File: src/rtl/integer_to_ascii_formatter_core_macros.svh
// ----------------------------------------------------------------------------
// integer_to_ascii_formatter_core_macros.svh
// Assertion helpers for the integer-to-ASCII formatter.
// ----------------------------------------------------------------------------
`ifndef INTEGER_TO_ASCII_FORMATTER_CORE_MACROS_SVH
`define INTEGER_TO_ASCII_FORMATTER_CORE_MACROS_SVH

// Same-cycle implication, disabled while in reset.
`define ITAF_ASSERT_SAME(label, ante, cons, msg) \
  label: assert property (@(posedge clk) disable iff (!rst_n) (ante) |-> (cons)) \
    else $error(msg);

// Next-cycle implication, disabled while in reset.
`define ITAF_ASSERT_NEXT(label, ante, cons, msg) \
  label: assert property (@(posedge clk) disable iff (!rst_n) (ante) |=> (cons)) \
    else $error(msg);

`endif

File: src/rtl/itaf_pkg.sv
// ----------------------------------------------------------------------------
// itaf_pkg
// Shared types, codes and helpers of the integer-to-ASCII formatter.
// ----------------------------------------------------------------------------
package itaf_pkg;

  localparam int unsigned VALUE_W  = 64;
  localparam int unsigned NDIGITS  = 20;               // decimal digits of 2^64-1
  localparam int unsigned DIG_W    = 4 * NDIGITS;      // digit buffer width
  localparam int unsigned DCNT_W   = 5;                // holds NDIGITS
  localparam int unsigned STEP_W   = 6;                // counts VALUE_W steps

  localparam logic [DCNT_W-1:0] DCNT_FULL = DCNT_W'(NDIGITS);
  localparam logic [STEP_W-1:0] STEP_LAST = STEP_W'(VALUE_W - 1);

  localparam logic [7:0] CHAR_ZERO  = 8'h30;
  localparam logic [7:0] CHAR_MINUS = 8'h2d;
  localparam logic [7:0] CHAR_UC_A  = 8'h41;
  localparam logic [7:0] CHAR_LC_A  = 8'h61;

  typedef enum logic [1:0] {
    OP_DEC   = 2'd0,
    OP_HEX32 = 2'd1,
    OP_HEX64 = 2'd2,
    OP_RSVD  = 2'd3   // treated as OP_HEX64
  } opcode_t;

  typedef struct packed {
    opcode_t            opcode;
    logic [VALUE_W-1:0] value;
  } in_word_t;

  typedef struct packed {
    logic [7:0] char_code;
    logic       last;
  } out_word_t;

  // controller -> datapath
  typedef struct packed {
    logic load;
    logic conv_step;
    logic shift_digit;
    logic emit_minus;
    logic emit_digit;
    logic last;
  } dp_cmd_t;

  // datapath -> controller
  typedef struct packed {
    logic top_zero;
  } dp_status_t;

  function automatic logic [7:0] digit_char(input logic [3:0] nib, input logic upper);
    logic [7:0] code;
    if (nib < 4'd10) begin
      code = CHAR_ZERO + 8'(nib);
    end else begin
      code = (upper ? CHAR_UC_A : CHAR_LC_A) + 8'(nib - 4'd10);
    end
    return code;
  endfunction

endpackage

File: src/rtl/integer_to_ascii_formatter_core.sv
// ----------------------------------------------------------------------------
// integer_to_ascii_formatter_core
// Formats a 64-bit integer as ASCII: signed decimal, 32-bit or 64-bit hex.
// ----------------------------------------------------------------------------
// Usage:
//   Input: drive in_word (opcode, value) and raise start; the word is taken
//   at a clock edge where start is high and busy is low. busy stays high
//   until the last character has been handed to the output register.
//   Output: one character per out_strobe pulse, most significant first, with
//   out_word.last set on the final one. Each pulse lasts one cycle; the
//   receiver cannot stall, so it must take every character as it comes.
//   Config: cfg_data (hex upper case) is written when cfg_valid is high;
//   cfg_ready is always high. Write only while busy is low and no output
//   is pending.
//   Timing: a negative decimal first emits a minus sign; decimal then runs
//   the shift-add-3 conversion over all 64 bits (one bit per cycle); hex
//   skips conversion. Then leading zeros are dropped one digit per cycle,
//   always keeping the last digit, and the remaining digits are emitted one
//   per cycle. The final character appears in the same cycle as busy goes
//   low.
//   Reset: synchronous rst_n returns the sequencer to idle, drops the
//   strobe and clears the hex case bit to lower case.
// ----------------------------------------------------------------------------
`include "integer_to_ascii_formatter_core_macros.svh"

module integer_to_ascii_formatter_core (
  input  logic                 clk,
  input  logic                 rst_n,
  // input channel
  input  logic                 start,
  output logic                 busy,
  input  itaf_pkg::in_word_t   in_word,
  // result channel
  output logic                 out_strobe,
  output itaf_pkg::out_word_t  out_word,
  // configuration
  input  logic                 cfg_valid,
  output logic                 cfg_ready,
  input  logic                 cfg_data
);

  itaf_pkg::dp_cmd_t    cmd;
  itaf_pkg::dp_status_t status;
  logic                 hex_upper_r;
  logic                 is_dec;

  // writes are always taken
  assign cfg_ready = 1'b1;

  always_ff @(posedge clk) begin
    if (!rst_n) begin
      hex_upper_r <= 1'b0;
    end else if (cfg_valid && cfg_ready) begin
      hex_upper_r <= cfg_data;
    end
  end

  assign is_dec = (in_word.opcode == itaf_pkg::OP_DEC);

  // sequencer
  itaf_ctrl u_ctrl (
    .clk    (clk),
    .rst_n  (rst_n),
    .start  (start),
    .is_dec (is_dec),
    .is_neg (in_word.value[itaf_pkg::VALUE_W-1]),
    .status (status),
    .cmd    (cmd),
    .busy   (busy)
  );

  // conversion and output registers
  itaf_dp u_dp (
    .clk        (clk),
    .rst_n      (rst_n),
    .in_word    (in_word),
    .hex_upper  (hex_upper_r),
    .cmd        (cmd),
    .status     (status),
    .out_strobe (out_strobe),
    .out_word   (out_word)
  );

  // accepted word keeps the block busy
  `ITAF_ASSERT_NEXT(a_accept_busy, start && !busy, busy, "accepted word did not raise busy")
  // the final character appears while the sequencer is idle
  `ITAF_ASSERT_SAME(a_last_idle, out_strobe && out_word.last, !busy,
                    "last character while still busy")
  // a minus sign is never the final character
  `ITAF_ASSERT_SAME(a_minus_not_last, out_strobe && (out_word.char_code == itaf_pkg::CHAR_MINUS),
                    !out_word.last, "minus sign marked last")

endmodule

File: src/rtl/itaf_ctrl.sv
// ----------------------------------------------------------------------------
// itaf_ctrl
// Sequencer: sign, binary-to-BCD steps, leading-zero skip, digit emission.
// ----------------------------------------------------------------------------
module itaf_ctrl (
  input  logic                 clk,
  input  logic                 rst_n,
  input  logic                 start,
  input  logic                 is_dec,
  input  logic                 is_neg,
  input  itaf_pkg::dp_status_t status,
  output itaf_pkg::dp_cmd_t    cmd,
  output logic                 busy
);

  typedef enum logic [2:0] {
    ST_IDLE,
    ST_SIGN,
    ST_CONV,
    ST_SKIP,
    ST_EMIT
  } state_t;

  state_t                          state_r, state_nxt;
  logic [itaf_pkg::STEP_W-1:0]     step_r, step_nxt;
  logic [itaf_pkg::DCNT_W-1:0]     dcnt_r, dcnt_nxt;

  assign busy = (state_r != ST_IDLE);

  always_comb begin
    state_nxt = state_r;
    step_nxt  = step_r;
    dcnt_nxt  = dcnt_r;
    cmd       = '0;
    case (state_r)
      ST_IDLE: begin
        if (start) begin
          cmd.load = 1'b1;
          step_nxt = '0;
          dcnt_nxt = itaf_pkg::DCNT_FULL;
          if (is_dec) begin
            state_nxt = is_neg ? ST_SIGN : ST_CONV;
          end else begin
            state_nxt = ST_SKIP;
          end
        end
      end
      ST_SIGN: begin
        cmd.emit_minus = 1'b1;
        state_nxt      = ST_CONV;
      end
      ST_CONV: begin
        cmd.conv_step = 1'b1;
        step_nxt      = step_r + 1'b1;
        if (step_r == itaf_pkg::STEP_LAST) begin
          state_nxt = ST_SKIP;
        end
      end
      ST_SKIP: begin
        // drop one leading zero per cycle, always keep the last digit
        if (status.top_zero && (dcnt_r > itaf_pkg::DCNT_W'(1))) begin
          cmd.shift_digit = 1'b1;
          dcnt_nxt        = dcnt_r - 1'b1;
        end else begin
          state_nxt = ST_EMIT;
        end
      end
      ST_EMIT: begin
        cmd.emit_digit  = 1'b1;
        cmd.shift_digit = 1'b1;
        cmd.last        = (dcnt_r == itaf_pkg::DCNT_W'(1));
        dcnt_nxt        = dcnt_r - 1'b1;
        if (dcnt_r == itaf_pkg::DCNT_W'(1)) begin
          state_nxt = ST_IDLE;
        end
      end
      default: begin
        state_nxt = ST_IDLE;
      end
    endcase
  end

  always_ff @(posedge clk) begin
    if (!rst_n) begin
      state_r <= ST_IDLE;
      step_r  <= '0;
      dcnt_r  <= '0;
    end else begin
      state_r <= state_nxt;
      step_r  <= step_nxt;
      dcnt_r  <= dcnt_nxt;
    end
  end

endmodule

File: src/rtl/itaf_dp.sv
// ----------------------------------------------------------------------------
// itaf_dp
// Datapath: magnitude load, shift-add-3 BCD conversion, digit shifter and
// output word register.
// ----------------------------------------------------------------------------
module itaf_dp (
  input  logic                  clk,
  input  logic                  rst_n,
  input  itaf_pkg::in_word_t    in_word,
  input  logic                  hex_upper,
  input  itaf_pkg::dp_cmd_t     cmd,
  output itaf_pkg::dp_status_t  status,
  output logic                  out_strobe,
  output itaf_pkg::out_word_t   out_word
);

  logic [itaf_pkg::VALUE_W-1:0] bin_r, bin_nxt;
  logic [itaf_pkg::DIG_W-1:0]   dig_r, dig_nxt;
  logic [itaf_pkg::DIG_W-1:0]   adj;
  logic [itaf_pkg::VALUE_W-1:0] mag;
  logic [3:0]                   top_dig;
  logic                         out_strobe_r;
  itaf_pkg::out_word_t          out_word_r;

  assign top_dig         = dig_r[itaf_pkg::DIG_W-1 -: 4];
  assign status.top_zero = (top_dig == 4'd0);

  // two's complement magnitude; the most negative value maps to 2^63
  assign mag = in_word.value[itaf_pkg::VALUE_W-1] ? (~in_word.value + 1'b1) : in_word.value;

  // add 3 to every BCD digit of 5 or more
  always_comb begin
    for (int i = 0; i < itaf_pkg::NDIGITS; i++) begin
      adj[4*i +: 4] = (dig_r[4*i +: 4] >= 4'd5) ? (dig_r[4*i +: 4] + 4'd3) : dig_r[4*i +: 4];
    end
  end

  always_comb begin
    bin_nxt = bin_r;
    dig_nxt = dig_r;
    if (cmd.load) begin
      case (in_word.opcode)
        itaf_pkg::OP_DEC: begin
          bin_nxt = mag;
          dig_nxt = '0;
        end
        itaf_pkg::OP_HEX32: begin
          dig_nxt = itaf_pkg::DIG_W'(in_word.value[31:0]);
        end
        default: begin
          dig_nxt = itaf_pkg::DIG_W'(in_word.value);
        end
      endcase
    end else if (cmd.conv_step) begin
      dig_nxt = {adj[itaf_pkg::DIG_W-2:0], bin_r[itaf_pkg::VALUE_W-1]};
      bin_nxt = {bin_r[itaf_pkg::VALUE_W-2:0], 1'b0};
    end else if (cmd.shift_digit) begin
      dig_nxt = {dig_r[itaf_pkg::DIG_W-5:0], 4'd0};
    end
  end

  always_ff @(posedge clk) begin
    bin_r <= bin_nxt;
    dig_r <= dig_nxt;
    out_word_r.char_code <= cmd.emit_minus ? itaf_pkg::CHAR_MINUS
                                           : itaf_pkg::digit_char(top_dig, hex_upper);
    out_word_r.last      <= cmd.last;
  end

  always_ff @(posedge clk) begin
    if (!rst_n) begin
      out_strobe_r <= 1'b0;
    end else begin
      out_strobe_r <= cmd.emit_minus | cmd.emit_digit;
    end
  end

  assign out_strobe = out_strobe_r;
  assign out_word   = out_word_r;

endmodule
File: config.mk
export PLATFORM = sky130hd
export DESIGN_NAME = integer_to_ascii_formatter_core
export DESIGN_NICKNAME = d
export VERILOG_FILES = /design/src/rtl/itaf_pkg.sv /design/src/rtl/integer_to_ascii_formatter_core.sv /design/src/rtl/itaf_ctrl.sv /design/src/rtl/itaf_dp.sv
export VERILOG_INCLUDE_DIRS = /design/src /design/src/rtl
export SDC_FILE = /design/constraint.sdc
export NUM_CORES = 1
export LEC_CHECK = 0
export BUFFER_PORTS_ARGS = -buffer_cell sky130_fd_sc_hd__buf_2
export CAP_MARGIN = 10
export CORE_UTILIZATION = 61
export DETAILED_ROUTE_END_ITERATION = 12
export PLACE_DENSITY = 0.87
export SETUP_SLACK_MARGIN = 0.1
export SYNTH_ARGS = -nofsm -noshare
export SYNTH_HDL_FRONTEND = slang
export SYNTH_SLANG_ARGS = --single-unit
File: constraint.sdc
create_clock -name clk -period 9.5 [get_ports clk]
set_input_delay 1.425 -clock clk [delete_from_list [all_inputs] [get_ports clk]]
set_output_delay 1.425 -clock clk [all_outputs]
set_load 0.05 [all_outputs]
* Word level (Yosys, flattened, before mapping)
Index checks and enable logic that the tools add are counted.
** Cells by class
- Add/subtract/negate cells :: 26
- Multipliers :: 0
- Divide/modulo/power cells :: 0
- Order comparisons :: 22
- Equal/unequal tests :: 13
- Shifts and indexed selects :: 0
- Mux-type cells :: 49
- Bitwise logic cells :: 2
- Reduce and logical (&&, ||, !) cells :: 13
** Operators with widths (count)
- $mux 64 :: 4
- $mux 80 :: 3
- $pmux 64 s2 :: 1
- $ge 4x3->1 const B :: 20
- $add 4x2->4 const B :: 19
- $mux 4 :: 19
- $add 64x1->64 const B :: 1
- $not 64->64 :: 1
- $mux 3 :: 6
- $pmux 3 s5 :: 1
- $pmux 5 s3 :: 1
- $mux 6 :: 2
- $pmux 6 s2 :: 1
- $mux 5 :: 2
- $reduce_bool 3->1 :: 3
- $add 8x8->8 :: 1
- $mux 8 :: 1
- $ne 2x1->1 const B :: 4
- $add 6x4->7 const A :: 1
- $add 6x1->6 const B :: 1
- $eq 3x2->1 const B :: 2
- $eq 6x6->1 const B :: 1
- $eq 5x1->1 const B :: 1
- $gt 5x1->1 const B :: 1
- 20 further kinds :: 28
** Storage, ports and cells
- Flip-flop bits (word level) :: 169
- Bits in latches :: 0
- RAM bits :: 0
- Memory bits (read-only) :: 0
- Input port bits :: 71
- Logic and storage cells :: 134
- Memories :: 0

* Longest topological paths before layout
Gate-level depths: netlist of the first run.
- Word-level depth :: 7
- Mapped depth :: 9
- Depth with buffers taken out :: 8

* Hierarchy
Synthesis of the first run repeated with hierarchy kept, for this count alone.
** Unflattened totals
- Cell total of the unflattened synthesis :: 1290
- Area total of the unflattened synthesis :: 11372.2 µm²
** By module, submodules not included
- itaf_dp :: instances 1, cells an instance 1180, area each 10498.8 µm², sequential area each 4524.3 µm²
- itaf_ctrl :: instances 1, cells an instance 104, area each 822.0 µm², sequential area each 280.3 µm²
- integer_to_ascii_formatter_core :: instances 1, cells an instance 6, area each 51.3 µm², sequential area each 20.0 µm²

* Worst setup path before layout of the first run
Ideal clock, no wire load.
- Path type :: input -> register
- Start :: input port in_word[65] (netlist bit)
- End :: register u_dp.bin_r[0] (netlist bit) (enable)
- Data arrival time :: 6604 ps
- Required time :: 8926 ps
- Slack :: 2322 ps
- Cell stages on the path :: 4
- Cell sequence :: clkbuf_1 -> or2_2 -> clkbuf_1 -> o21ai_0
** Between the ends
- Cells in the longest elaborated chain, start to end :: 3
** Ends and longest elaborated chain
- from (decl) :: line integer_to_ascii_formatter_core.sv:32 : input itaf_pkg::in_word_t in_word,
- $logic_not 2->1 :: line itaf_dp.sv:42 : case (in_word.opcode)
- $ne 2x1->1 (no line)
- $reduce_and 2->1 (no line)
- to (signal assigned) :: line itaf_dp.sv:63 : bin_r <= bin_nxt;
- to (decl) :: line itaf_dp.sv:17 : logic [itaf_pkg::VALUE_W-1:0] bin_r, bin_nxt;
Every way passes these cells.
A chain may end at the register's enable or synchronous reset.

* Final worst setup path of the first run
- Start :: input port in_word[0] (netlist bit)
- End :: register u_dp.bin_r[58] (netlist bit), data pin
** Between the ends
- Cells in the longest elaborated chain, start to end :: 5
** Ends and longest elaborated chain
- $not 64->64 :: line itaf_dp.sv:29 : assign mag = in_word.value[itaf_pkg::VALUE_W-1] ? (~in_word.value + 1'b1) : in_word.value;
- $add 64x1->64 :: line itaf_dp.sv:29
- $mux 64 :: line itaf_dp.sv:29
- $mux 64 :: line itaf_dp.sv:42
- $mux 64 :: line itaf_dp.sv:41 : if (cmd.load) begin
- net u_dp.bin_nxt (one bit) :: line itaf_dp.sv:17
The timed path passes the listed nets, and every way through them passes these cells. The select of a mux whose other input is x is not followed.

==> out/results.ini, run 1 <==
[placed_design]
pre_cts_ws_ns = 4.98
hpwl_um = 17600
io_buffers = 81
place.gp.congestion = 0.949
dpl-instance-area_um2 = 11300

[yosys]
yosysSeqAreaShare_pct = 44.8
yosys_warnings = 0
syn_inst = 1167
synth_cell_types = 56
ys.flop_type = edfxtp_1
syn_nets = 1289
async_flop_share_pct = 0
synth_area_um2 = 10800
synth_edf_count = 144
synth-seq-cells = 169
synth_area_per_cell_um2 = 9.23

[worst_setup_path]
crit_arrival_ns = 4.27
r2r_start = u_dp.dig_r[77]$_SDFFCE_PP0P_
worstSetupPathType = input pin to flip-flop
r2r_setup_slack_ns = 6.19
path_max_fanout = 11
r2r_end = u_dp.dig_r[48]$_DFFE_PP_
critPathCaptureType = flip-flop
r2r_cells = 7
crit_path_start_kind = input pin
cp_data_required_time_ns = 9.65
critical_path.startpoint = in_word[0]

[finish]
area_delta_synth_final_pct = 10.4
drive_gt1_share_pct = 11.9
finalNetCount = 1334
postLayoutCellArea_um2 = 11900
layout_common_cells = edfxtp_1 (144), nand2_1 (133), a21oi_1 (126)
final_common_cell = edfxtp_1
diodes = 0
fillers = 1298

[detailed_routing]
wirelength_um = 27100
ant_nets = 0
drtIter0Drc = 952
vias = 9350
routedWlPerCell_um = 18.7
drc_errors = 0
viasPerCell = 6.45
firstDrtPassIters = 6

[pwr]
combPwrFrac_pct = 42.8
ir_worst_vdd_v = 0.000271
p_sw_share_pct = 41.8
p_per_area_nw_per_um2 = 334
power_mw = 3.97
power_frac_seq_pct = 39.9
p_int_mw = 2.31
p_leak_nw = 4.50
power_frac_clock_pct = 17.3
p_sw_mw = 1.66

[grt]
grtUsageTotal_pct = 30.2
grt_max_degree = 124
grt_remaining_overflow = 0
antenna_found_initial = 0
grt_pass1_wl_um = 42900
first_global_vias = 8810

[timing]
rsz0062_at_grt = false
fin_skew_ns = 0.00931
max_freq_ghz = 0.243
worst_slew_pin_slew_ns = 1.16
hold_viol = 0
timing.final.ws_setup_ns = 5.38
timing.final.crit_share_pct = 43.3
finalSetupTns_ns = 0
slew_headroom_pct = 22.5
setup_viol = 0
drv_slew = 0
period_needed_ns = 4.12

[die]
die_h_um = 135
ios = 83
dieArea_um2 = 18200
die_w_um = 135
rows = 48
start_util_pct = 62.3
core_area_um2 = 17300

[worst_hold_path]
hp-class = flip-flop to flip-flop
hold_depth = 1
hold_start = u_ctrl.step_r[3]$_SDFFE_PN0P_
whs_endpoint = u_ctrl.step_r[3]$_SDFFE_PN0P_

[clock_tree]
cts_root_buf = clkbuf_16
clk_pin_slew_worst_paths_ns = 0.07
cts_hold_buf = 0
cts_sinks = 169
cts_resized = 0
cts_buffers = 17
clk_path_buf_depth = 2
post_cts_buffers = 0
htreeDepth = 4
cts_tree = built
clkLatencyLatePin_ns = 0.44

[run]
max-cap-violations = 0

[status]
status = complete, no violations

state kept, by name, summed over array words and instances (netlist names):
signal and count:
hex_upper_r 1, u_dp.out_word 9, u_dp.out_strobe 1, u_ctrl.state_r 3, u_dp.dig_r 80, u_dp.bin_r 64, u_ctrl.dcnt_r 5, u_ctrl.step_r 6
per-stage QoR:
| step | util (%) | std cells | hold WS (ns) |
|---|---|---|---|
| final | 68.7 | 1450 | 0.490 |
| after CTS | 68.7 | 1450 | 0.484 |
| after global routing | 68.7 | 1450 | 0.520 |
| after detailed placement | 65.4 | 1418 | 0.479 |
| after global placement | 65.4 | 1418 | 0.462 |
| after floorplan | - | 1167 | 0.444 |
Yosys cell counts (18+ instances only):
master    number  share of area, %
a22oi_1       35               2.4
nand2_1      134               4.7
o21ai_1       41               1.9
ha_1          51               5.9
a21oi_1      126               5.9
nor2_1        79               2.8
edfxtp_1     144                40
xnor2_1       27               2.2
xor2_1        64               5.2
nor3b_1       18               1.3
nor2b_1       19               1.1
inv_1         51               1.8
dfxtp_1       25               4.6
clkbuf_1      56               2.0
o21ai_0      109               5.1
nor3_1        25               1.2
o31ai_1       19               1.3
kinds of logic after synthesis:
family | after synthesis | share of synthesized area [%]
and+or+nand+nor | 355 | 16.0
other | 1 | 0.0348
xor gates and xnor gates | 91 | 7.40
AOI/OAI and AO/OA | 383 | 21.4
adders and majority gates | 51 | 5.93
DFF | 169 | 44.8
buffers and inverters | 114 | 4.11
muxes | 3 | 0.279
routing by layer:
layer	wire (um)	track usage [%]	share of wire, %
met1	10700	37.2	39
met2	13000	50.8	48
met4	865	13.3	3.2
met5	0	0	0
met3	2570	6.64	9.5
cell type report:
class | count | area (um^2) | share of cell area [%]
clock inverters | 13 | 105 | 0.884
inverters | 51 | 191 | 1.61
repair buffers | 89 | 465 | 3.92
multi-input cells | 884 | 5540 | 46.6
well taps | 225 | 282 | 2.37
clock buffers | 19 | 475 | 4.00
flip-flops and latches | 169 | 4820 | 40.6
worst max-delay path, cell delays in order:
cell,delay [ns]
buf_2,0.12
inv_1,0.07
ha_1,0.16
or3b_2,0.53
nor3_2,0.42
nand4_1,0.68
o41ai_1,0.61
xor2_1,0.18
o21ai_1,0.07
power groups by stage:
stage	clock (mW)	combinational [mW]	sequential [mW]
2_1_floorplan	0	1.26	1.59
3_3_place_gp	0	1.59	1.57
3_5_place_dp	0	1.66	1.58
4_1_cts	0.693	1.68	1.57
5_1_grt	0.720	1.90	1.62
6_report	0.689	1.70	1.59
how the worst max path moves through the flow:
stage                                              to  slack (ns)  depth (start not counted)
after floorplan           u_dp.bin_r[0]$_SDFFCE_PN0P_        2.32                          4
after global placement       u_dp.bin_r[58]$_DFFE_PP_        5.09                          9
after detailed placement     u_dp.bin_r[58]$_DFFE_PP_        4.98                          9
after CTS                    u_dp.bin_r[58]$_DFFE_PP_        5.42                          9
after global routing         u_dp.bin_r[40]$_DFFE_PP_        5.24                          9
final                        u_dp.bin_r[58]$_DFFE_PP_        5.38                          9
Note: power is estimated with default switching activity, not from simulation.
==> run 2, diff against run 1 <==
--- a/config.mk
+++ b/config.mk
@@ -6,11 +6,12 @@
 export SDC_FILE = /design/constraint.sdc
 export NUM_CORES = 1
 export LEC_CHECK = 0
+export ABC_AREA = 1
 export BUFFER_PORTS_ARGS = -buffer_cell sky130_fd_sc_hd__buf_2
 export CAP_MARGIN = 10
-export CORE_UTILIZATION = 61
+export CORE_UTILIZATION = 56
 export DETAILED_ROUTE_END_ITERATION = 12
-export PLACE_DENSITY = 0.87
+export PLACE_DENSITY = 0.84
 export SETUP_SLACK_MARGIN = 0.1
 export SYNTH_ARGS = -nofsm -noshare
 export SYNTH_HDL_FRONTEND = slang
==> constraint.sdc (replaced) <==
create_clock -name clk -period 3.47 [get_ports clk]
set_input_delay 0.5205 -clock clk [delete_from_list [all_inputs] [get_ports clk]]
set_output_delay 0.5205 -clock clk [all_outputs]
set_load 0.05 [all_outputs]
==> run 2 against run 1 <==
Compared with the run above:
- cell count is 26% higher
- utilization is 5.6 points lower
- die area is 17% higher
- flip-flop and latch count stayed put
- worst hold slack worse by 0.18 ns
- highest routed layer unchanged
- largest cell class unchanged
- first-iteration DRC count is 33% higher
- cell area is 7.4% higher
- critical path depth is 2 lower
==> out/results.ini, run 2 <==
[yosys]
ys_top_cells_by_count = nand2_1 (363), inv_1 (174), edfxtp_1 (144)
yosys.cell_count.top_type = nand2_1
synth_fa_ha_area_share_pct = 5.51
synth_area_per_cell_um2 = 7.79
synthXorXnorAreaFrac_pct = 4.08
yosys.area.top_type_share_pct = 37.3
synth_cell_types = 44
synth-seq-cells = 169
synth_top_family_by_area = simple AND/OR/NAND/NOR gates
async_flop_share_pct = 0
ys.flop_type = edfxtp_1
yosys.area_share.simple_pct = 26.0
yosys_warnings = 0
synthMuxAreaShare_pct = 0.0864
synth_compound_area_share_pct = 14.5
synth_area_um2 = 11600
synth_edf_count = 144
synthTopCellsByArea = edfxtp_1 (37%), nand2_1 (12%), nand3_1 (6.0%)
synth_area_leader_cell = edfxtp_1
syn_nets = 1610
yosysSeqAreaShare_pct = 41.6
syn_inst = 1488

[die]
die_w_um = 146
core_area_um2 = 20200
die_h_um = 146
start_util_pct = 57.3
rows = 52
dieArea_um2 = 21300
ios = 83

[placed_design]
hpwl_um = 23300
dp.cells = 1802
place.gp.congestion = 1.04
io_buffers = 81

[grt]
use_met1_pct = 40.0
grtUsageTotal_pct = 31.0
antenna_found_initial = 0
grt_max_degree = 95
busiest_layer = met2
grt_pass1_wl_um = 51900
first_global_vias = 10400
use_met2_pct = 50.3
use_met3_pct = 7.52
grt_remaining_overflow = 0

[finish]
finalNetCount = 1673
fillers = 1686
largest_reg_flops = 80
layout_common_cells = nand2_1 (363), inv_1 (174), edfxtp_1 (144)
area_delta_synth_final_pct = 10.1
regMostFlops = u_dp.dig_r
drive_gt1_share_pct = 11.4
diodes = 0
final_common_cell = nand2_1
final_cells = 1834

[clock_tree]
clk_pin_slew_worst_paths_ns = 0.07
cts_hold_buf = 0
clk_path_buf_depth = 2
cts_resized = 0
htreeDepth = 4
cts_root_buf = clkbuf_16
clkLatencyLatePin_ns = 0.45
cts_sinks = 169
cts_buffers = 17
post_cts_buffers = 0
cts_tree = built

[worst_setup_path]
r2r_end = u_dp.dig_r[36]$_DFFE_PP_
critical_path.startpoint = u_dp.dig_r[77]$_SDFFCE_PP0P_
path_max_fanout = 34
r2r_cells = 7
r2r_setup_slack_ns = 1.06
crit_arrival_ns = 2.52
cp_data_required_time_ns = 3.59
crit_path_start_kind = flip-flop
critPathCaptureType = flip-flop
r2r_start = u_dp.dig_r[77]$_SDFFCE_PP0P_
worstSetupPathType = flip-flop to flip-flop

[pwr]
ir_worst_vdd_v = 0.000355
power_frac_seq_pct = 40.3
p_per_area_nw_per_um2 = 642
p_int_mw = 4.98
p_sw_share_pct = 39.3
p_leak_nw = 5.48
combPwrFrac_pct = 37.1
p_sw_mw = 3.22
power_frac_clock_pct = 22.7

[detailed_routing]
viasPerCell = 6.02
drtIter0Drc = 1268
wirelength_um = 32600
drc_errors = 0
routedWlPerCell_um = 17.8
vias = 11000
ant_nets = 0
firstDrtPassIters = 6

[timing]
period_needed_ns = 2.41
drv_slew = 0
worst_slew_pin_slew_ns = 0.926
max_freq_ghz = 0.415
finalSetupTns_ns = 0
rsz0062_at_grt = false
hold_viol = 0
setup_viol = 0
slew_headroom_pct = 38.3
fin_skew_ns = 0.0131
timing.final.crit_share_pct = 69.4

[worst_hold_path]
hold_depth = 3
whs_endpoint = hex_upper_r$_SDFFE_PN0P_
hold_start = cfg_data
hp-class = input pin to flip-flop

[run]
max-cap-violations = 0

[status]
status = complete, no violations

-- run 2: changes by cell type after synthesis, moves of 25 or more --
cell	before	now
a21oi_1	126	61
a22oi_1	35	0
clkbuf_1	56	15
inv_1	51	174
nand2_1	134	363
nand3_1	7	139
nor2_1	79	135
o21ai_1	41	13
o221ai_1	0	42
xnor2_1	27	2
-- run 2: area by class of cell --
type / instances / area, um^2 / area share [%]
Tap cell: 270 / 338 / 2.65
Timing Repair Buffer: 93 / 520 / 4.08
Clock buffer: 20 / 468 / 3.67
Clock inverter: 12 / 87.6 / 0.686
Inverter: 180 / 676 / 5.29
Multi-Input combinational cell: 1090 / 5850 / 45.8
Sequential cell: 169 / 4820 / 37.8
-- run 2: power by group through the flow --
stage	clock network, mW	registers, mW	logic (mW)
floorplan	0	3.38	2.12
global placement	0	3.30	2.84
detailed placement	0	3.32	2.97
CTS	1.85	3.29	3.00
global route	1.94	3.35	3.39
finish	1.86	3.30	3.04
-- run 2: worst max path at each step --
stage / cells after the start / slack [ns] / to
after floorplan: 7 / 0.14 / u_dp.bin_r[0]$_SDFFCE_PN0P_
after global placement: 5 / 1.09 / u_dp.bin_r[11]$_DFFE_PP_
after detailed placement: 10 / 1.01 / u_dp.bin_r[60]$_DFFE_PP_
after CTS: 7 / 1.06 / u_dp.dig_r[36]$_DFFE_PP_
after global routing: 7 / 0.87 / u_dp.dig_r[53]$_DFFE_PP_
final: 7 / 1.06 / u_dp.dig_r[36]$_DFFE_PP_
-- run 2: layer usage --
metal | vias to the layer above | wire length, um | share of wire (%)
met5 | - | 0 | 0
met4 | 0 | 980 | 3.0
met3 | 89 | 3550 | 11
met2 | 709 | 15300 | 47
met1 | 5086 | 12800 | 39
li1 | 5159 | - | -
-- run 2: logic make-up (layout without fill, tap and decap cells) --
group           after synthesis  in the layout
simple gates                698            698
mux                           1              1
fa+ha+maj                    51             51
other cells                   1              1
buf+inv                     229            305
compound gates              285            285
xor+xnor                     54             54
flops                       169            169
-- run 2: per-stage QoR --
| stage | setup slack [ns] | util [%] | cell area (um^2) | power (mW) | hold WS [ns] |
|---|---|---|---|---|---|
| after floorplan | 0.141 | - | 11600 | 5.50 | 0.430 |
| after detailed placement | 1.01 | 60.3 | 12200 | 6.29 | 0.454 |
| after global placement | 1.09 | 60.3 | 12200 | 6.14 | 0.452 |
| after CTS | 1.06 | 63.1 | 12800 | 8.14 | 0.307 |
| final | 1.06 | 63.1 | 12800 | 8.19 | 0.308 |
| after global routing | 0.870 | 63.1 | 12800 | 8.69 | 0.318 |
-- run 2: worst max-delay path, stage by stage, from the launching register on --
cell      delay [ns]
edfxtp_1        0.38
inv_1           0.19
ha_1            0.19
inv_1           0.04
nor2_1          0.16
nand4_2         0.23
nand3_4         0.46
buf_4           0.40
